File: src/hdl/pba_pkg.sv
// shared types and constants for the power-of-two bucket allocator
package pba_pkg;

  localparam int ADDR_W  = 20;
  localparam int SIZE_W  = 32;
  localparam int CMD_W   = 2;
  localparam int STAT_W  = 3;
  localparam int LIMIT_W = 21;

  localparam logic [LIMIT_W-1:0] LIMIT_RESET = LIMIT_W'(1048576);
  localparam int HDR_BYTES = 8;

  // command codes
  localparam logic [CMD_W-1:0] CMD_ALLOC   = 2'd0;
  localparam logic [CMD_W-1:0] CMD_FREE    = 2'd1;
  localparam logic [CMD_W-1:0] CMD_REALLOC = 2'd2;

  // status codes
  localparam logic [STAT_W-1:0] STAT_OK        = 3'd0;
  localparam logic [STAT_W-1:0] STAT_ZERO      = 3'd1;
  localparam logic [STAT_W-1:0] STAT_TOO_LARGE = 3'd2;
  localparam logic [STAT_W-1:0] STAT_NO_MEM    = 3'd3;
  localparam logic [STAT_W-1:0] STAT_IGNORED   = 3'd4;

  typedef enum logic [3:0] {
    S_CLEAR,
    S_IDLE,
    S_DEC,
    S_CHK,
    S_ALLOC,
    S_CARVE,
    S_POP,
    S_REL,
    S_FIN
  } state_e;

  typedef struct packed {
    logic [ADDR_W-1:0] addr;
    logic [STAT_W-1:0] status;
    logic [ADDR_W-1:0] copy_from;
    logic [ADDR_W-1:0] copy_bytes;
  } result_t;

endpackage

File: src/hdl/pba_size_class.sv
// maps a request size to its bucket, registered
module pba_size_class #(
  parameter int HEAP_LOG2       = 20,
  parameter int MIN_REGION_LOG2 = 5,
  parameter int NB              = HEAP_LOG2 - MIN_REGION_LOG2 + 1,
  parameter int BW              = $clog2(NB)
) (
  input  logic                     clk_i,
  input  logic [pba_pkg::SIZE_W-1:0] size_i,
  output logic                     zero_o,
  output logic                     too_large_o,
  output logic [BW-1:0]            bkt_o
);

  localparam int CW = pba_pkg::SIZE_W + 1;

  // over[b]: size does not fit a region of bucket b
  logic [NB-1:0] over;

  always_comb begin
    for (int b = 0; b < NB; b++) begin
      over[b] = {1'b0, size_i} >
                ((CW'(1) << (b + MIN_REGION_LOG2)) - CW'(pba_pkg::HDR_BYTES));
    end
  end

  always_ff @(posedge clk_i) begin
    zero_o      <= (size_i == '0);
    too_large_o <= over[NB-1];
    bkt_o       <= BW'($countones(over[NB-2:0]));
  end

endmodule

File: config.mk
export PLATFORM = sky130hd
export DESIGN_NAME = pba_size_class
export DESIGN_NICKNAME = d
export VERILOG_FILES = /design/src/hdl/pba_pkg.sv /design/src/hdl/pba_size_class.sv
export SDC_FILE = /design/constraint.sdc
export NUM_CORES = 1
export LEC_CHECK = 0
export BUFFER_PORTS_ARGS = -buffer_cell sky130_fd_sc_hd__clkbuf_2
export CORE_MARGIN = 4
export CORE_UTILIZATION = 49
export CTS_BUF_LIST = sky130_fd_sc_hd__clkbuf_8
export CTS_CLUSTER_SIZE = 12
export DETAILED_ROUTE_END_ITERATION = 8
export PLACE_DENSITY = 0.86
export SYNTH_ARGS = -nofsm -noshare
export SYNTH_HDL_FRONTEND = slang
export SYNTH_SLANG_ARGS = --single-unit
File: constraint.sdc
create_clock -name clk_i -period 12.9 [get_ports clk_i]
set_input_delay 3.225 -clock clk_i [delete_from_list [all_inputs] [get_ports clk_i]]
set_output_delay 3.225 -clock clk_i [all_outputs]
set_load 0.02 [all_outputs]
; Word level (Yosys, flattened, before mapping)
; Index checks and enable logic that the tools add are counted.
[word_totals]
ff_bits = 6
in_bits = 33
output_inout_bits = 6
elab_cells = 34
[op_classes]
n_addsub = 14
order_cmp = 16
n_reduce_logical = 1
[ops]
columns = cell, n
row1 = 32-bit by 10-bit > comparator with 1-bit output (second input constant), 1
row2 = 32-bit by 11-bit > comparator with 1-bit output (second input constant), 1
row3 = 32-bit by 12-bit > comparator with 1-bit output (second input constant), 1
row4 = 32-bit by 13-bit > comparator with 1-bit output (second input constant), 1
row5 = 32-bit by 14-bit > comparator with 1-bit output (second input constant), 1
row6 = 32-bit by 15-bit > comparator with 1-bit output (second input constant), 1
row7 = 32-bit by 16-bit > comparator with 1-bit output (second input constant), 1
row8 = 32-bit by 17-bit > comparator with 1-bit output (second input constant), 1
row9 = 32-bit by 18-bit > comparator with 1-bit output (second input constant), 1
row10 = 32-bit by 19-bit > comparator with 1-bit output (second input constant), 1
row11 = 32-bit by 20-bit > comparator with 1-bit output (second input constant), 1
row12 = 32-bit by 5-bit > comparator with 1-bit output (second input constant), 1
row13 = 32-bit by 6-bit > comparator with 1-bit output (second input constant), 1
row14 = 32-bit by 7-bit > comparator with 1-bit output (second input constant), 1
row15 = 32-bit by 8-bit > comparator with 1-bit output (second input constant), 1
row16 = 32-bit by 9-bit > comparator with 1-bit output (second input constant), 1
row17 = 32-bit zero test, 1
row18 = 1-bit by 1-bit adder with 2-bit output, 7
row19 = 2-bit by 2-bit adder with 3-bit output, 3
row20 = 3-bit by 3-bit adder with 4-bit output, 2
row21 = 4-bit adder, 1
row22 = 2-bit by 1-bit adder with 3-bit output, 1

; Logic depth before layout (Yosys ltp)
; Gate-level depths: netlist of run 1.
[depth]
ltp_word = 5
ltp_mapped = 15
depth_no_buf = 15

; Worst setup path after synthesis of run 1
; No wires, ideal clock.
[synth_path]
path_type = input-to-reg
start = input port size_i[20] in the netlist's numbering
end = register bkt_o[2]
setup_ps = 118
t_arrival_ps = 8112
t_required_ps = 12782
path_slack_ps = 4670
cell_stages = 14
n_path_buf = 0
cell_sequence = or4_4 or4b_4 or2_1 or4_1 fa_1 inv_1 fa_1 fa_1 inv_1 fa_1 inv_1 fa_1 fa_1 xnor2_1
[synth_between]
elab_chain_len = 5
word_cells_on_any_way = 29
classes_between = 14 x add/sub / 15 x order compare
[synth_rtl]
columns = element, line_no
row1 = from (decl), pba_size_class.sv:9  ; input logic [pba_pkg::SIZE_W-1:0] size_i,
row2 = 32-bit by 5-bit > comparator with 1-bit output (tied with other cells), pba_size_class.sv:22  ; over[b] = {1'b0, size_i} >
row3 = 1-bit by 1-bit adder with 2-bit output, pba_size_class.sv:30  ; bkt_o <= BW'($countones(over[NB-2:0]));
row4 = 2-bit by 2-bit adder with 3-bit output or 2-bit by 1-bit adder with 3-bit output (tied branches), pba_size_class.sv:30
row5 = 3-bit by 3-bit adder with 4-bit output, pba_size_class.sv:30
row6 = 4-bit adder *, pba_size_class.sv:30
row7 = to (signal assigned), pba_size_class.sv:30
row8 = to (decl), pba_size_class.sv:12  ; output logic [BW-1:0] bkt_o
; Mark *: on every way between the ends. The rest lies on a longest branch, timed or not.

; Worst setup path in the final report of run 1
[layout_path]
start = input port size_i[20] in the netlist's numbering
end = register bkt_o[1]
; The elaborated chain is that of the path after synthesis.

==> metrics, run 1 <==
status completed; Clock Pin Slew Worst Setup and Hold Paths ~40 ps; top-area cell type share of the netlist area 0.2726; antenna violations before repair 0; Total Power roughly 56 µW; initial core utilization 0.5440; Antenna Nets Post-Route 0; Die X approximately 47 µm; hold buffer count at CTS 0; FFs w/ async S/R, synth 0; sequential area share after synthesis 0.1635; via/cell ratio between 5 and 6; worst slew pin tran about 750 ps; Area contributors post-synth fa_1, dfxtp_1, inv_1, nor4_1, or4_1; row count 13; Post-synth top flop dfxtp_1; HP Class input pin to register; Total Neg Setup Slack 0 ps; post-CTS resize count 0; WS Path Type input pin to register; Cell Chain, Critical Path clkbuf_2 > or4_4 > nor4b_1 > nand3b_1 > or4_1 > fa_1 > inv_1 > fa_1 > fa_1 > inv_1 > fa_1 > inv_1 > fa_1 > fa_1 > inv_1; grt ovf 0; final WL around 1900 µm; gpl congestion about 0.8; Post-CTS Setup Bufs 0; Worst Path Max Fanout 6; RSZ-0062 raised after global routing false; total iterations of the first detailed-routing run 4; Synth Warn # 0; startpoint types input pin; Final WS setup ~4600 ps; CTS tree built; Leak approximately 0.00046 µW; Hold Crit Depth 2; first-pass GRT wire length just under 3000 µm; data arrival time of the critical path 8430 ps; Tot GR Track Use 0.1960; n_diodes 0; synth cell count leaders inv_1, fa_1, dfxtp_1, nor2_1; DIE HEIGHT 46.72 µm; Rel. slew slack 0.4956; clock period minus worst slack a little over 8000 ps; Setup violations, final 0; hold wc startpoint size_i[19]; fin nets between 150 and 200; post-synthesis register bit count 6; DR DRC count 0; post-synth top area cell fa_1; Worst setup EP type register; largest net degree at the start of global routing 8; count leader, synth inv_1; post-place setup slack ~4400 ps; power per standard cell area approximately 57 nW/µm²; mapped cell area 734.5 µm²; Post-Syn Area per Cell ~8.7 µm²; vias in the first global route 794; Inserted Clock Buffers 3; peak supply drop between 0.00003 and 0.00004 V; count of pins over their slew limit 0; Max Cap Viol 0; Synth cell types 30; Final Hold Fails 0; Bufs on Longest Clock Path 2; Tcrit/Tclk final 0.6443; CP max stage cell or4_1; CP required 13020 ps; CTS Sinks 6; via count 817; H-tree levels 1; Synth Net Count 129; Hold Path Sink too_large_o$_DFF_P_; CP most frequent cell fa_1; Final HPWL DP approximately 1600 µm; Avg WL per Cell roughly 13 µm; cell family with most CP delay adder cells; post-synthesis instance total 84; share of cells above drive strength 1 0.3760; Area growth, synth to finish 34.07%; Core Box Area 1350 µm²; Port Buf Inserts 38; CTS Root Cell clkbuf_8; initial drt markers 26; die area between 2000 and 2500 µm²; buffers and inverters on the worst path 5; maximum clock rate around 0.12 GHz; EDFF count, synth 0; Top Ports 39; CP peak stage delay just under 600 ps
## sequential cells by signal, indices dropped and copies added (netlist names)
signal       cells
zero_o           1
too_large_o      1
bkt_o            4
## cells in the final DEF (no fill, tap or decap), drive strengths merged, types with 3 or more instances in the layout
cell    synthesis  routed
fa             10      10
nand2           4       4
nor3            5       5
nor4            5       5
inv            11      11
or4             6       6
a211oi          3       3
clkbuf          0      41
nand3           4       4
nor2            6       6
a21oi           3       3
dfxtp           6       6
## cell families (layout without fill, tap and decap cells)
group                    count (synthesis)  count (layout)  share of synthesized area
flip-flops                               6               6                     0.1635
adder cells (fa/ha/maj)                 12              12                     0.3066
XOR/XNOR                                 1               1                    0.01193
AO/OA/AOI/OAI                           12              12                     0.1124
buffers and inverters                   11              52                    0.05622
AND/OR/NAND/NOR                         42              42                     0.3493
## report_power, final
group          switching (µW)  total, µW  internal (µW)
combinational            4.39       8.96           4.57
sequential           0.000466       18.6           18.6
clock                    8.70       28.8           20.1
total                    13.1       56.4           43.3
## per-stage QoR
stage | util | std cells | hold WS [ps] | cell area [µm²]
floorplan | - | 84 | 3335 | 734.5
global placement | 0.6988 | 137 | 3465 | 943.4
detailed placement | 0.6988 | 137 | 3466 | 943.4
CTS | 0.7294 | 140 | 3239 | 984.7
global route | 0.7294 | 140 | 3259 | 984.7
finish | 0.7294 | 140 | 3241 | 984.7
## layout make-up
type	instances	area (µm²)
tap	15	18.77
fill	118	365.4
multi-input combinational	67	573.1
sequential	6	120.1
inverter	11	41.29
timing repair buffer	38	190.2
clock buffer	3	41.29
## how the worst max path moves through the flow
stage | from | to | cells past startpoint
final | size_i[20] | bkt_o[1]$_DFF_P_ | 15
after global placement | size_i[20] | bkt_o[1]$_DFF_P_ | 15
after detailed placement | size_i[20] | bkt_o[2]$_DFF_P_ | 15
after global routing | size_i[20] | bkt_o[2]$_DFF_P_ | 15
after CTS | size_i[20] | bkt_o[2]$_DFF_P_ | 15
after floorplan | size_i[20] | bkt_o[2]$_DFF_P_ | 14
## routing by layer
metal,vias to the layer above,global-route usage,share of wire
met5,-,0,0
met4,0,0.07735,0.012
met3,4,0.07031,0.13
met2,43,0.3709,0.52
met1,376,0.1909,0.34
li1,394,-,-
No activity file was read; power rests on OpenSTA's default activity.
==> run 2, diff against run 1 <==
--- a/config.mk
+++ b/config.mk
@@ -7,11 +7,11 @@
 export LEC_CHECK = 0
 export BUFFER_PORTS_ARGS = -buffer_cell sky130_fd_sc_hd__clkbuf_2
 export CORE_MARGIN = 4
-export CORE_UTILIZATION = 49
+export CORE_UTILIZATION = 46
 export CTS_BUF_LIST = sky130_fd_sc_hd__clkbuf_8
 export CTS_CLUSTER_SIZE = 12
 export DETAILED_ROUTE_END_ITERATION = 8
-export PLACE_DENSITY = 0.86
+export PLACE_DENSITY = 0.82
 export SYNTH_ARGS = -nofsm -noshare
 export SYNTH_HDL_FRONTEND = slang
 export SYNTH_SLANG_ARGS = --single-unit
==> constraint.sdc (replaced) <==
create_clock -name clk_i -period 8.03 [get_ports clk_i]
set_input_delay 2.0075 -clock clk_i [delete_from_list [all_inputs] [get_ports clk_i]]
set_output_delay 2.0075 -clock clk_i [all_outputs]
set_load 0.02 [all_outputs]
==> metrics, run 2 (same netlist as run 1, synthesis figures left out) <==
Tcrit/Tclk final 0.8820; final WL between 1500 and 2000 µm; DR DRC count 0; top layer in use met4; Sw Share 0.2303; Avg WL per Cell 12.82 µm; initial drt markers 8; CP required between 8000 and 9000 ps; Die X roughly 48 µm; Rel. slew slack 0.4960; post-place setup slack between 700 and 800 ps; DIE HEIGHT roughly 48 µm; Clock Pin Slew Worst Setup and Hold Paths approximately 40 ps; HP Class input pin to register; power per standard cell area 91.69 nW/µm²; maximum clock rate roughly 0.14 GHz; Antenna Nets Post-Route 0; Worst setup EP type register; Max Cap Viol 0; Post-CTS Setup Bufs 0; largest net degree at the start of global routing 8; Finished Cell Area 985.9 µm²; CTS Root Cell clkbuf_8; status completed; met2 wire length approximately 900 µm; Tot GR Track Use 0.1818; grt ovf 0; Seq pwr share 0.331; Internal 69.58 µW; Layout fillers between 100 and 150; CTS tree built; post-CTS resize count 0; multi-input logic area about 570 µm²; Final HPWL DP roughly 1500 µm; startpoint types input pin; Core Box Area 1506 µm²; Leak 0.0004630 µW; Area growth, synth to finish 34.24%; data arrival time of the critical path roughly 7000 ps; Total Power around 90 µW; Inserted Clock Buffers 3; RSZ-0062 raised after global routing false; worst slew pin tran ~750 ps; CTS Sinks 6; Worst Path Max Fanout 6; Biggest register bkt_o; die area between 2000 and 2500 µm²; DR WL met3 169 µm; antenna violations before repair 0; count of pins over their slew limit 0; Register Area 120.1 µm²; vias in the first global route 731; Port Buf Inserts 38; total iterations of the first detailed-routing run 4; Bufs on Longest Clock Path 2; number of flip-flops in the largest register 4; combinational fraction of design power 0.160; fin nets roughly 170; biggest regs bkt_o (4), too_large_o (1), zero_o (1); WS Path Type input pin to register; met1 WL 725 µm; row count 14; Setup violations, final 0; gpl congestion about 0.84; via count a little under 800; hold buffer count at CTS 0; Cell Area, Placed around 940 µm²; peak supply drop between 0.0001 and 0.00015 V; n_diodes 0; Final Hold Fails 0; commonest non-fill, non-tap cell in the layout clkbuf_2; Total Neg Setup Slack 0 ps; Final WS setup around 950 ps; most frequent cells in the layout clkbuf_2, inv_1, fa_1; initial core utilization 0.4875; first-pass GRT wire length just under 3000 µm; H-tree levels 1; via/cell ratio approximately 5.6; share of cells above drive strength 1 0.3760; clock period minus worst slack between 7000 and 8000 ps; Clock power frac 0.509; Psw about 21 µW; Top Ports 39
[run 2: cell counts in the layout (fill, tap and decap cells not counted)]
Identical to the previous run, type by type.
[run 2: per-layer routing]
| metal | track usage | vias up |
|---|---|---|
| met5 | 0 | - |
| met4 | 0.04839 | 0 |
| met3 | 0.07143 | 2 |
| met2 | 0.3219 | 27 |
| met1 | 0.2009 | 359 |
| li1 | - | 396 |
[run 2: layout make-up]
class / instances / area share
inverters: 11 / 0.04188
clock buffers: 3 / 0.04188
repair buffers: 38 / 0.1929
well taps: 16 / 0.02030
multi-input cells: 67 / 0.5812
flip-flops and latches: 6 / 0.1218
[run 2: final timing paths]
kind                  startpoint                  end  cells after the start
worst max-delay path  size_i[20]     bkt_o[2]$_DFF_P_                     15
worst min-delay path  size_i[19]  too_large_o$_DFF_P_                      2
[run 2: metrics by stage]
step	util	cells	hold WS [ps]
after floorplan	-	84	2117
after global placement	0.6271	138	2246
after detailed placement	0.6271	138	2244
after CTS	0.6545	141	2017
after global routing	0.6545	141	2020
final	0.6545	141	2019
[run 2: power groups by stage]
stage,registers [µW],logic [µW],clock network (µW)
floorplan,30.4,3.23,0
global placement,30.4,13.7,0
detailed placement,30.4,14.3,0
CTS,30.0,14.4,46.3
global route,29.9,15.9,48.7
finish,30.0,14.4,46.0
[run 2: critical path, cell delays in order]
cell and delay [ps]:
clkbuf_2 90, or4_4 540, nor4b_1 470, nand3b_1 290
or4_1 570, fa_1 560, inv_1 50, fa_1 460
fa_1 540, inv_1 50, fa_1 520, inv_1 60
fa_1 460, fa_1 390, xnor2_1 130
